`config.mk`:
```
export PLATFORM = sky130hd
export DESIGN_NAME = lin_slave_frame_handler_core
export DESIGN_NICKNAME = d
export VERILOG_FILES = /design/src/hdl/lsfh_pkg.sv /design/src/hdl/lin_slave_frame_handler_core.sv
export VERILOG_INCLUDE_DIRS = /design/src /design/src/hdl
export SDC_FILE = /design/constraint.sdc
export NUM_CORES = 1
export LEC_CHECK = 0
export BUFFER_PORTS_ARGS = -buffer_cell sky130_fd_sc_hd__clkbuf_2
export CAP_MARGIN = 20
export CELL_PAD_IN_SITES_DETAIL_PLACEMENT = 2
export CELL_PAD_IN_SITES_GLOBAL_PLACEMENT = 2
export CORE_UTILIZATION = 25
export CTS_CLUSTER_DIAMETER = 30
export CTS_CLUSTER_SIZE = 10
export DETAILED_ROUTE_END_ITERATION = 10
export HOLD_SLACK_MARGIN = 0.1
export PLACE_DENSITY = 0.55
export SETUP_SLACK_MARGIN = 0.02
export SKIP_CTS_REPAIR_TIMING = 1
export SYNTH_ARGS = -nofsm -noshare
export SYNTH_HDL_FRONTEND = slang
export SYNTH_SLANG_ARGS = --single-unit
export TNS_END_PERCENT = 20
```
`constraint.sdc`:
```
create_clock -name clk -period 4.3 [get_ports clk]
set_input_delay 0.215 -clock clk [delete_from_list [all_inputs] [get_ports clk]]
set_output_delay 0.215 -clock clk [all_outputs]
set_load 0.05 [all_outputs]
```
`src/hdl/lin_slave_frame_handler_core_macros.svh`:
```
// Assertion macros used by the LIN slave frame handler RTL.
`ifndef LIN_SLAVE_FRAME_HANDLER_CORE_MACROS_SVH
`define LIN_SLAVE_FRAME_HANDLER_CORE_MACROS_SVH

// Condition holds at every clock edge out of reset.
`define LSFH_ASSERT_ALWAYS(label, cond) \
    label: assert property (@(posedge clk) disable iff (!rst_n) (cond)) \
        else $error("lsfh invariant violated");

// Consequent holds in the cycle after the antecedent.
`define LSFH_ASSERT_NEXT(label, ante, cons) \
    label: assert property (@(posedge clk) disable iff (!rst_n) (ante) |=> (cons)) \
        else $error("lsfh sequence violated");

`endif

```
`src/hdl/lsfh_pkg.sv`:
```
// Types and codes of the LIN slave frame handler.
`default_nettype none

package lsfh_pkg;

    // Input commands
    localparam logic [1:0] CMD_BREAK   = 2'd0;
    localparam logic [1:0] CMD_RX_BYTE = 2'd1;
    localparam logic [1:0] CMD_TX_BYTE = 2'd2;

    // Configuration register indexes
    localparam logic [1:0] CFG_ENTRY_COUNT     = 2'd0;
    localparam logic [1:0] CFG_FRAME_TABLE     = 2'd1;
    localparam logic [1:0] CFG_PARITY_ENABLE   = 2'd2;
    localparam logic [1:0] CFG_CHECKSUM_ENABLE = 2'd3;

    localparam int unsigned CFG_DATA_W = 56;
    localparam int unsigned ENTRY_W    = 7;

    localparam logic [7:0] SYNC_BYTE = 8'h55;

    typedef enum logic [3:0] {
        EV_SYNC_ERROR    = 4'd0,
        EV_PARITY_ERROR  = 4'd1,
        EV_UNKNOWN_ID    = 4'd2,
        EV_RECEIVE_START = 4'd3,
        EV_RESPOND_REQ   = 4'd4,
        EV_DATA_BYTE     = 4'd5,
        EV_FRAME_OK      = 4'd6,
        EV_CHECKSUM_ERR  = 4'd7,
        EV_TX_BYTE       = 4'd8,
        EV_TX_CHECKSUM   = 4'd9
    } event_t;

    // Declared high to low so event_res lands in the lowest bits.
    typedef struct packed {
        logic [3:0] byte_position;
        logic [7:0] byte_out;
        logic [3:0] frame_length;
        logic [2:0] table_index;
        logic [5:0] frame_id;
        event_t     event_res;
    } result_t;

    typedef struct packed {
        logic    last;
        result_t res;
    } queue_entry_t;

endpackage

`default_nettype wire

```
`src/hdl/lin_slave_frame_handler_core.sv`:
```
// LIN slave frame handler: break/sync/identifier decode, ID table match, data and checksum.
//
// Takes one request per clock while the output queue has room: a request is registered,
// decoded in a single pass against the frame state and the ID table (all entries compared
// in parallel), and its zero, one or two results are written into a four-entry output
// queue that drains one result per clock while the sink is ready. A request that yields
// one result passes at one per clock while the sink keeps up; a request that yields two
// results (last receive byte with checksum off, every transmit byte of a transmit frame)
// fills two queue entries. Input stalls only while the queue holds more than two results.
// A request passes the input register and then the output queue on its way to the output.
`default_nettype none

module lin_slave_frame_handler_core #(
    parameter int unsigned TABLE_ENTRIES = 8
) (
    input  wire logic        clk,
    input  wire logic        rst_n,
    // Configuration write port
    input  wire logic        cfg_we,
    input  wire logic [1:0]  cfg_index,
    input  wire logic [lsfh_pkg::CFG_DATA_W-1:0] cfg_data,
    // Request stream
    input  wire logic        s_tvalid,
    output logic             s_tready,
    input  wire logic [7:0]  s_tdata,   // [7:0] byte_in
    input  wire logic [1:0]  s_tuser,   // [1:0] command
    // Result stream
    output logic             m_tvalid,
    input  wire logic        m_tready,
    output logic [31:0]      m_tdata,   // [5:0] frame_id, [8:6] table_index,
                                        // [12:9] frame_length, [20:13] byte_out,
                                        // [24:21] byte_position, [31:25] zero
    output logic [3:0]       m_tuser,   // [3:0] event_res
    output logic             m_tlast
);

`include "lin_slave_frame_handler_core_macros.svh"

    localparam int unsigned QUEUE_DEPTH = 4;

    typedef enum logic [2:0] {
        PH_IDLE,
        PH_SYNC,
        PH_IDENT,
        PH_RXDATA,
        PH_RXCK,
        PH_TXDATA
    } phase_t;

    // Configuration
    logic [3:0]                         entry_count_reg;
    logic [lsfh_pkg::ENTRY_W-1:0]       table_reg [TABLE_ENTRIES];
    logic                               parity_enable_reg;
    logic                               checksum_enable_reg;

    // Input register
    logic                               in_valid_reg;
    logic [1:0]                         in_cmd_reg;
    logic [7:0]                         in_byte_reg;

    // Frame state
    phase_t                             phase_reg, phase_next;
    logic [5:0]                         current_id_reg, current_id_next;
    logic [2:0]                         matched_index_reg, matched_index_next;
    logic [3:0]                         expected_length_reg, expected_length_next;
    logic [3:0]                         byte_count_reg, byte_count_next;
    logic [7:0]                         checksum_sum_reg, checksum_sum_next;

    // Output queue
    lsfh_pkg::queue_entry_t             queue_mem [QUEUE_DEPTH];
    logic [1:0]                         wr_ptr_reg, rd_ptr_reg;
    logic [2:0]                         count_reg;
    lsfh_pkg::queue_entry_t             head;

    logic                               fire;
    logic                               pop;
    logic [1:0]                         n_res;
    lsfh_pkg::result_t                  res0, res1;

    // Decode helpers
    logic [5:0]                         id_in;
    logic [1:0]                         parity_calc;
    logic                               hit;
    logic [2:0]                         hit_idx;
    logic                               hit_rx;
    logic [3:0]                         len_sel;
    logic [8:0]                         sum_wide;
    logic [7:0]                         sum_new;
    logic [3:0]                         count_inc;

    assign fire     = in_valid_reg && (count_reg <= 3'd2);
    assign s_tready = !in_valid_reg || fire;
    assign pop      = m_tvalid && m_tready;

    assign head     = queue_mem[rd_ptr_reg];
    assign m_tvalid = (count_reg != 3'd0);
    assign m_tuser  = head.res.event_res;
    assign m_tdata  = {7'b0000000, head.res.byte_position, head.res.byte_out,
                       head.res.frame_length, head.res.table_index, head.res.frame_id};
    assign m_tlast  = head.last;

    // Configuration registers
    always_ff @(posedge clk or negedge rst_n)
    begin
        if (!rst_n)
        begin
            entry_count_reg     <= '0;
            parity_enable_reg   <= 1'b1;
            checksum_enable_reg <= 1'b1;
            for (int i = 0; i < int'(TABLE_ENTRIES); i++)
            begin
                table_reg[i] <= '0;
            end
        end
        else if (cfg_we)
        begin
            unique case (cfg_index)
                lsfh_pkg::CFG_ENTRY_COUNT:     entry_count_reg     <= cfg_data[3:0];
                lsfh_pkg::CFG_FRAME_TABLE:
                begin
                    for (int i = 0; i < int'(TABLE_ENTRIES); i++)
                    begin
                        table_reg[i] <= cfg_data[i*lsfh_pkg::ENTRY_W +: lsfh_pkg::ENTRY_W];
                    end
                end
                lsfh_pkg::CFG_PARITY_ENABLE:   parity_enable_reg   <= cfg_data[0];
                lsfh_pkg::CFG_CHECKSUM_ENABLE: checksum_enable_reg <= cfg_data[0];
                default: ;
            endcase
        end
    end

    // Input register: hold until decoded
    always_ff @(posedge clk or negedge rst_n)
    begin
        if (!rst_n)
        begin
            in_valid_reg <= 1'b0;
        end
        else if (s_tready)
        begin
            in_valid_reg <= s_tvalid;
        end
    end

    always_ff @(posedge clk)
    begin
        if (s_tready && s_tvalid)
        begin
            in_cmd_reg  <= s_tuser;
            in_byte_reg <= s_tdata;
        end
    end

    // Decode helpers
    assign id_in       = in_byte_reg[7:2];
    assign parity_calc = {in_byte_reg[7] ^ in_byte_reg[6] ^ in_byte_reg[5] ^ in_byte_reg[3],
                          ~(in_byte_reg[6] ^ in_byte_reg[4] ^ in_byte_reg[3] ^ in_byte_reg[2])};
    assign len_sel     = (id_in[1:0] == 2'd3) ? 4'd8 : ((id_in[1:0] == 2'd2) ? 4'd4 : 4'd2);
    assign sum_wide    = {1'b0, checksum_sum_reg} + {1'b0, in_byte_reg};
    // Wrap the carry back into bit 0
    assign sum_new     = sum_wide[7:0] + {7'b0, sum_wide[8]};
    assign count_inc   = byte_count_reg + 4'd1;

    // Parallel table compare; scan down so the lowest index wins
    always_comb
    begin
        hit     = 1'b0;
        hit_idx = '0;
        hit_rx  = 1'b0;
        for (int i = int'(TABLE_ENTRIES) - 1; i >= 0; i--)
        begin
            if ((4'(i) < entry_count_reg) && (table_reg[i][5:0] == id_in))
            begin
                hit     = 1'b1;
                hit_idx = 3'(i);
                hit_rx  = table_reg[i][6];
            end
        end
    end

    // Single-pass step
    always_comb
    begin
        phase_next           = phase_reg;
        current_id_next      = current_id_reg;
        matched_index_next   = matched_index_reg;
        expected_length_next = expected_length_reg;
        byte_count_next      = byte_count_reg;
        checksum_sum_next    = checksum_sum_reg;
        n_res                = 2'd0;
        res0                 = '0;
        res1                 = '0;
        res0.frame_id        = current_id_reg;
        res0.table_index     = matched_index_reg;
        res0.frame_length    = expected_length_reg;
        res1.frame_id        = current_id_reg;
        res1.table_index     = matched_index_reg;
        res1.frame_length    = expected_length_reg;

        unique case (in_cmd_reg)
            lsfh_pkg::CMD_BREAK:
            begin
                phase_next = PH_SYNC;
            end
            lsfh_pkg::CMD_RX_BYTE:
            begin
                unique case (phase_reg)
                    PH_SYNC:
                    begin
                        if (in_byte_reg == lsfh_pkg::SYNC_BYTE)
                        begin
                            phase_next = PH_IDENT;
                        end
                        else
                        begin
                            n_res     = 2'd1;
                            res0      = '0;
                            res0.event_res = lsfh_pkg::EV_SYNC_ERROR;
                            res0.byte_out  = in_byte_reg;
                            phase_next     = PH_IDLE;
                        end
                    end
                    PH_IDENT:
                    begin
                        phase_next = PH_IDLE;
                        n_res      = 2'd1;
                        priority if (parity_enable_reg && (in_byte_reg[1:0] != parity_calc))
                        begin
                            res0           = '0;
                            res0.event_res = lsfh_pkg::EV_PARITY_ERROR;
                            res0.frame_id  = id_in;
                            res0.byte_out  = in_byte_reg;
                        end
                        else if (!hit)
                        begin
                            res0           = '0;
                            res0.event_res = lsfh_pkg::EV_UNKNOWN_ID;
                            res0.frame_id  = id_in;
                            res0.byte_out  = in_byte_reg;
                        end
                        else
                        begin
                            current_id_next      = id_in;
                            matched_index_next   = hit_idx;
                            expected_length_next = len_sel;
                            byte_count_next      = '0;
                            checksum_sum_next    = '0;
                            res0                 = '0;
                            res0.frame_id        = id_in;
                            res0.table_index     = hit_idx;
                            res0.frame_length    = len_sel;
                            res0.event_res       = hit_rx ? lsfh_pkg::EV_RECEIVE_START
                                                          : lsfh_pkg::EV_RESPOND_REQ;
                            phase_next           = hit_rx ? PH_RXDATA : PH_TXDATA;
                        end
                    end
                    PH_RXDATA:
                    begin
                        n_res              = 2'd1;
                        res0.event_res     = lsfh_pkg::EV_DATA_BYTE;
                        res0.byte_out      = in_byte_reg;
                        res0.byte_position = byte_count_reg;
                        checksum_sum_next  = sum_new;
                        byte_count_next    = count_inc;
                        if (count_inc >= expected_length_reg)
                        begin
                            if (checksum_enable_reg)
                            begin
                                phase_next = PH_RXCK;
                            end
                            else
                            begin
                                n_res              = 2'd2;
                                res1.event_res     = lsfh_pkg::EV_FRAME_OK;
                                res1.byte_position = expected_length_reg;
                                phase_next         = PH_IDLE;
                            end
                        end
                    end
                    PH_RXCK:
                    begin
                        n_res              = 2'd1;
                        res0.event_res     = (~checksum_sum_reg == in_byte_reg)
                                             ? lsfh_pkg::EV_FRAME_OK
                                             : lsfh_pkg::EV_CHECKSUM_ERR;
                        res0.byte_out      = in_byte_reg;
                        res0.byte_position = expected_length_reg;
                        phase_next         = PH_IDLE;
                    end
                    default: ;
                endcase
            end
            lsfh_pkg::CMD_TX_BYTE:
            begin
                if (phase_reg == PH_TXDATA)
                begin
                    n_res              = 2'd2;
                    res0.event_res     = lsfh_pkg::EV_TX_BYTE;
                    res0.byte_out      = in_byte_reg;
                    res0.byte_position = byte_count_reg;
                    checksum_sum_next  = sum_new;
                    byte_count_next    = count_inc;
                    if (count_inc >= expected_length_reg)
                    begin
                        res1.byte_position = expected_length_reg;
                        if (checksum_enable_reg)
                        begin
                            res1.event_res = lsfh_pkg::EV_TX_CHECKSUM;
                            res1.byte_out  = ~sum_new;
                        end
                        else
                        begin
                            res1.event_res = lsfh_pkg::EV_FRAME_OK;
                        end
                        phase_next = PH_IDLE;
                    end
                    else
                    begin
                        res1.event_res     = lsfh_pkg::EV_RESPOND_REQ;
                        res1.byte_position = count_inc;
                    end
                end
            end
            default: ;
        endcase
    end

    // Frame state
    always_ff @(posedge clk or negedge rst_n)
    begin
        if (!rst_n)
        begin
            phase_reg           <= PH_IDLE;
            current_id_reg      <= '0;
            matched_index_reg   <= '0;
            expected_length_reg <= '0;
            byte_count_reg      <= '0;
            checksum_sum_reg    <= '0;
        end
        else if (fire)
        begin
            phase_reg           <= phase_next;
            current_id_reg      <= current_id_next;
            matched_index_reg   <= matched_index_next;
            expected_length_reg <= expected_length_next;
            byte_count_reg      <= byte_count_next;
            checksum_sum_reg    <= checksum_sum_next;
        end
    end

    // Output queue: push up to two, pop one
    always_ff @(posedge clk or negedge rst_n)
    begin
        if (!rst_n)
        begin
            wr_ptr_reg <= '0;
            rd_ptr_reg <= '0;
            count_reg  <= '0;
        end
        else
        begin
            if (fire)
            begin
                wr_ptr_reg <= wr_ptr_reg + n_res;
            end
            if (pop)
            begin
                rd_ptr_reg <= rd_ptr_reg + 2'd1;
            end
            count_reg <= count_reg + (fire ? {1'b0, n_res} : 3'd0) - {2'b00, pop};
        end
    end

    always_ff @(posedge clk)
    begin
        if (fire && (n_res != 2'd0))
        begin
            queue_mem[wr_ptr_reg] <= '{last: (n_res == 2'd1), res: res0};
        end
        if (fire && (n_res == 2'd2))
        begin
            queue_mem[2'(wr_ptr_reg + 2'd1)] <= '{last: 1'b1, res: res1};
        end
    end

    `LSFH_ASSERT_ALWAYS(a_queue_bound, count_reg <= 3'(QUEUE_DEPTH))
    `LSFH_ASSERT_ALWAYS(a_count_in_frame,
        !((phase_reg == PH_RXDATA) || (phase_reg == PH_TXDATA)) ||
        (byte_count_reg < expected_length_reg))
    `LSFH_ASSERT_NEXT(a_hold_input, in_valid_reg && !fire,
        in_valid_reg && $stable(in_cmd_reg) && $stable(in_byte_reg))
    `LSFH_ASSERT_NEXT(a_ident_exit,
        fire && (phase_reg == PH_IDENT) && (in_cmd_reg == lsfh_pkg::CMD_RX_BYTE),
        (phase_reg == PH_IDLE) || (phase_reg == PH_RXDATA) || (phase_reg == PH_TXDATA))

endmodule

`default_nettype wire

```
==> results.toml, run 1 <==
[placed_design]
port_buffers = 103
dp_hpwl_mm = 28.9
gp_congestion = 0.791

[power_and_ir_drop]
power.density_nw_per_um2 = 677
vdd.ir_drop.worst_mv = 0.387
p_leak_nw = 6.14

[critical_path]
critPathKind = "reg -> reg"
r2r_start = "byte_count_reg[0]$_DFFE_PN0P_"
critPathBufInv = 2
crit_path_start = "byte_count_reg[0]$_DFFE_PN0P_"
startpoint_type = "flop"
crit_cells = 11
worstPathRequired_ps = 4490
cp_cell_sequence = "ha_1, inv_1, ha_1, a21boi_0, nor4bb_1, o21bai_1, a21oi_2, and2_1, a21o_1, nor2_4, inv_2"
r2r_cells = 11
slowest_delay_ps = 560
cp-end-kind = "flop"
cpMaxStageDelayCell = "inv_2"
arrival_ps = 3890
cpMostUsedCell = "ha_1"
path_max_fanout = 29
critPathTopFamily = "compound AO/OA/AOI/OAI gates"

[die]
dieWidth_um = 219
io_pins = 112
num_rows = 79
start_util = 0.253
die_height_um = 219
die-area_sq_um = 47900
coreArea_sq_um = 46500

[finish]
nets = 1272
mostFrequentLayoutCells = "122 x edfxtp_1, 102 x clkbuf_2, 93 x dfrtp_1"
num-fill-cells = 4883
final_common_cell = "edfxtp_1"
area_growth_pct = 35.8
largest_register_ffs = 116
drive_gt1_frac = 0.306
fin_util = 0.344

[logic_synthesis]
ys_warn_count = 0
synthesis.area_sq_um = 11800
ys_seq_area_frac = 0.525
synth_top_flop_cell = "edfxtp_1"
async_reset_ff_frac = 0.435
avgSynthCellArea_sq_um = 12.5
synth-seq-cells = 223
synthCells = 942
yosysUniqueCellTypes = 85
synth-edff-count = 122

[detailed_routing]
avgRoutedWirePerCell_um = 22.5
wirelength_mm = 41.3
routed_via_density = 4.81
drc = 0
drt-pass1-iter-count = 4
postRouteAntennaNets = 0
vias = 8822
drt_iter0_markers = 472

[sta]
tightest_slew_ps = 985
hold_viol_final = 0
max_freq_mhz = 270
fin_crit_ps = 3700
rsz0062_at_grt = "no"
fin_crit_sh = 0.861
maxSlewHeadroom = 0.343
timing.setup.tns_ps = 0
setup_viol = 0
clock-skew-final_ps = 25.8
maxSlewViolCount = 0

[global_route]
grt_max_degree = 71
grt-ovfl-total = 0
grt.busiest_layer = "met2"
grt_pass1_vias = 9551
grt_util_met1 = 0.228
use_met2 = 0.282
antenna_found_initial = 1
grt_pass1_wl_mm = 61.2
grtUsageTotal = 0.174
grtUsageMet3 = 0.0337

[clocking]
path_clk_slew_ps = 40
cts_max_level = 3
tritoncts.num_buffers = 66
max-clock-path-buffers = 3
cts_tree = "yes"
clock-sinks = 223
clk_latency_ps = 580
cts_root_buf = "clkbuf_16"

[status]
status = "completed"

[flow_run]
drv_cap = 0

[min_path]
hp-class = "in -> async"
==> cells in the mapped netlist (all sizes together), types with 4 or more instances <==
master	n	area share
nand3	14	0.0060
o2bb2ai	24	0.018
xnor2	53	0.040
dfrtp	95	0.20
nor2b	5	0.0027
a21o	8	0.0051
o211ai	4	0.0026
clkbuf	23	0.0073
a211o	4	0.0030
buf	37	0.021
nor4	4	0.0021
inv	25	0.0080
nand2b	9	0.0048
o32ai	8	0.0060
o21a	7	0.0045
mux4	29	0.056
and2	11	0.0063
a22oi	6	0.0038
dfxtp	4	0.0068
nor2	54	0.019
nand2	71	0.023
o31ai	8	0.0063
a22o	21	0.016
or2	5	0.0027
edfxtp	122	0.31
a32o	5	0.0043
o22ai	31	0.017
xor2	24	0.018
and3	4	0.0021
a21oi	25	0.013
o21ai	46	0.020
mux2	70	0.068
nor3	5	0.0021
nand4	11	0.0064
ha	22	0.023
==> layer usage <==
metal  vias up  wire length [um]
met5         -                 0
li1       4035                 -
met4         0               889
met1      4524             19000
met3        69              1390
met2       194             20000
==> stage by stage <==
stage	worst slack, ps	cells	area, sq um	hold slack, ps	total power, mW
6_report	599	1835	16000	341	10.8
2_1_floorplan	885	949	11800	-80.6	5.13
5_1_grt	297	1835	16000	372	11.4
4_1_cts	558	1762	15200	-213	10.9
3_5_place_dp	595	1642	13100	394	6.11
3_3_place_gp	686	1642	13100	395	6.06
==> cell families (layout without fill, tap and decap cells) <==
logic type | Yosys count | in the layout | share of synthesized area
other | 1 | 9 | 0.000319
AND/OR/NAND/NOR | 212 | 212 | 0.0906
adder cells (fa/ha/maj) | 24 | 24 | 0.0268
multiplexers | 102 | 102 | 0.126
buffers and inverters | 85 | 363 | 0.0363
AO/OA/AOI/OAI | 218 | 218 | 0.137
XOR/XNOR | 77 | 77 | 0.0580
flip-flops | 223 | 223 | 0.525
==> power by group <==
part           switching (mW)  internal [mW]  total [mW]
registers               0.442           2.54        2.98
logic                    1.93           1.17        3.10
clock network            1.44           3.29        4.73
==> area by class of cell <==
class                           count  area [sq um]  share of cell area
Clock inverter                     31           369              0.0231
Inverter                           25          93.8             0.00588
Multi-Input combinational cell    641          5180               0.325
Clock buffer                       89          1810               0.113
Tap cell                          607           759              0.0476
Timing Repair Buffer              218          1570              0.0986
Sequential cell                   223          6180               0.387
Antenna cell                        1          2.50            0.000157
==> final timing paths <==
check                                                endpoint  slack [ps]
max in group asynchronous           table_reg[44]$_DFFE_PN0P_        2920
worst max-delay path                queue_mem[0][0]$_DFFE_PP_         600
worst min-delay path                table_reg[28]$_DFFE_PN0P_         340
min in group clk                     in_byte_reg[4]$_DFFE_PP_         370
worst min register to register  queue_mem[0][29]$_SDFFE_PP1N_         460
worst max register to register      queue_mem[0][0]$_DFFE_PP_         600
Power figures use the tool's default switching activity.
==> inputs of run 2 (changes only) <==
MAX_ROUTING_LAYER = met4   (was default)
==> results.toml, run 2 (synthesis results as in run 1) <==
[status]
status = "completed"

[power_and_ir_drop]
comb_power_share = 0.287
seqPwrFrac = 0.276
power.density_nw_per_um2 = 677
p_leak_nw = 6.14
clkPwrFrac = 0.438
power_switching_mw = 3.82
p_total_mw = 10.8
p_int_mw = 7.00
swShare = 0.353
vdd.ir_drop.worst_mv = 0.387

[placed_design]
gp_congestion = 0.802
dp_cells = 1642
dpl_worst_slack_ps = 595
dp_hpwl_mm = 28.9
port_buffers = 103
placed_area_sq_um = 13100

[detailed_routing]
drt_iter0_markers = 547
avgRoutedWirePerCell_um = 22.5
wirelength_mm = 41.3
drc = 0
routed_via_density = 4.80
vias = 8804
postRouteAntennaNets = 0
drt-pass1-iter-count = 4

[critical_path]
r2r_start = "byte_count_reg[0]$_DFFE_PN0P_"
critPathKind = "reg -> reg"
cp-end-kind = "flop"
r2r_slack_ps = 610
arrival_ps = 4010
reg2reg_to = "queue_mem[2][21]$_DFFE_PP_"
crit_path_end = "queue_mem[2][21]$_DFFE_PP_"
r2r_cells = 12
startpoint_type = "flop"
crit_path_start = "byte_count_reg[0]$_DFFE_PN0P_"
worstPathRequired_ps = 4610
path_max_fanout = 16

[die]
die-area_sq_um = 47900
coreArea_sq_um = 46500
dieWidth_um = 219
start_util = 0.253
io_pins = 112
die_height_um = 219
num_rows = 79

[sta]
rsz0062_at_grt = "no"
hold_slack_ps = 337
hold_viol_final = 0
setup_ws_ps = 605
clock-skew-final_ps = 23.9
max_freq_mhz = 271
fin_crit_ps = 3690
maxSlewViolCount = 0
tightest_slew_ps = 970
setup_viol = 0
maxSlewHeadroom = 0.353
timing.setup.tns_ps = 0
fin_crit_sh = 0.859

[global_route]
grt-ovfl-total = 0
grt_pass1_wl_mm = 61.2
antenna_found_initial = 1
grtUsageTotal = 0.179
grt_pass1_vias = 9540
grt_max_degree = 71

[finish]
stdcell_area_sq_um = 16000
fin_util = 0.344
area_growth_pct = 35.8
fin_cells = 1835
drive_gt1_frac = 0.306
nets = 1272
largest_register_ffs = 116
mostFrequentLayoutCells = "122 x edfxtp_1, 102 x clkbuf_2, 93 x dfrtp_1"
final_common_cell = "edfxtp_1"

[clocking]
cts_tree = "yes"
max-clock-path-buffers = 3
clk_latency_ps = 580
clock-sinks = 223
cts_max_level = 3
path_clk_slew_ps = 40
cts_root_buf = "clkbuf_16"
tritoncts.num_buffers = 66

[flow_run]
drv_cap = 0

[min_path]
hp-class = "in -> async"
==> run 2: cell counts in the layout (fill, tap and decap cells not counted) <==
No cell type changed its count.
==> run 2: layout make-up <==
cell class | count | area, sq um
tap | 607 | 759
antenna | 1 | 2.50
clock buffer | 89 | 1810
clock inverter | 31 | 369
multi-input combinational | 641 | 5180
fill | 4883 | 30500
timing repair buffer | 218 | 1570
inverter | 25 | 93.8
sequential | 223 | 6180
==> run 2: how the worst min path moves through the flow <==
| stage | endpoint | slack (ps) | depth (start not counted) |
|---|---|---|---|
| floorplan | byte_count_reg[0]$_DFFE_PN0P_ | -80 | 0 |
| global placement | in_byte_reg[1]$_DFFE_PP_ | 390 | 1 |
| detailed placement | in_byte_reg[4]$_DFFE_PP_ | 390 | 1 |
| CTS | in_byte_reg[4]$_DFFE_PP_ | -210 | 1 |
| global route | in_byte_reg[4]$_DFFE_PP_ | 370 | 2 |
| finish | table_reg[28]$_DFFE_PN0P_ | 340 | 2 |
==> run 2: power by group through the flow <==
stage | logic (mW) | registers (mW) | clock network, mW
floorplan | 2.41 | 2.72 | 0
global placement | 3.05 | 3.01 | 0
detailed placement | 3.08 | 3.03 | 0
CTS | 3.10 | 3.00 | 4.82
global route | 3.38 | 3.04 | 4.94
finish | 3.10 | 2.98 | 4.73
==> run 2: per-layer routing <==
layer	vias to the layer above	GRT usage	part of all wire
met5	-	-	0
met4	0	0.0653	0.022
met3	74	0.0331	0.042
met2	212	0.282	0.48
met1	4482	0.228	0.45
li1	4036	-	-
==> run 2: worst max-delay path, cell delays in order, from the launching register on <==
cell and delay (ps):
dfrtp_1 520, ha_1 400, inv_1 60, ha_1 260, a21boi_0 100, nor4bb_1 460, nor2_1 120, o2bb2ai_1 170
and2_4 210, a21oi_2 420, buf_4 340, nor2_1 130, a32o_1 230
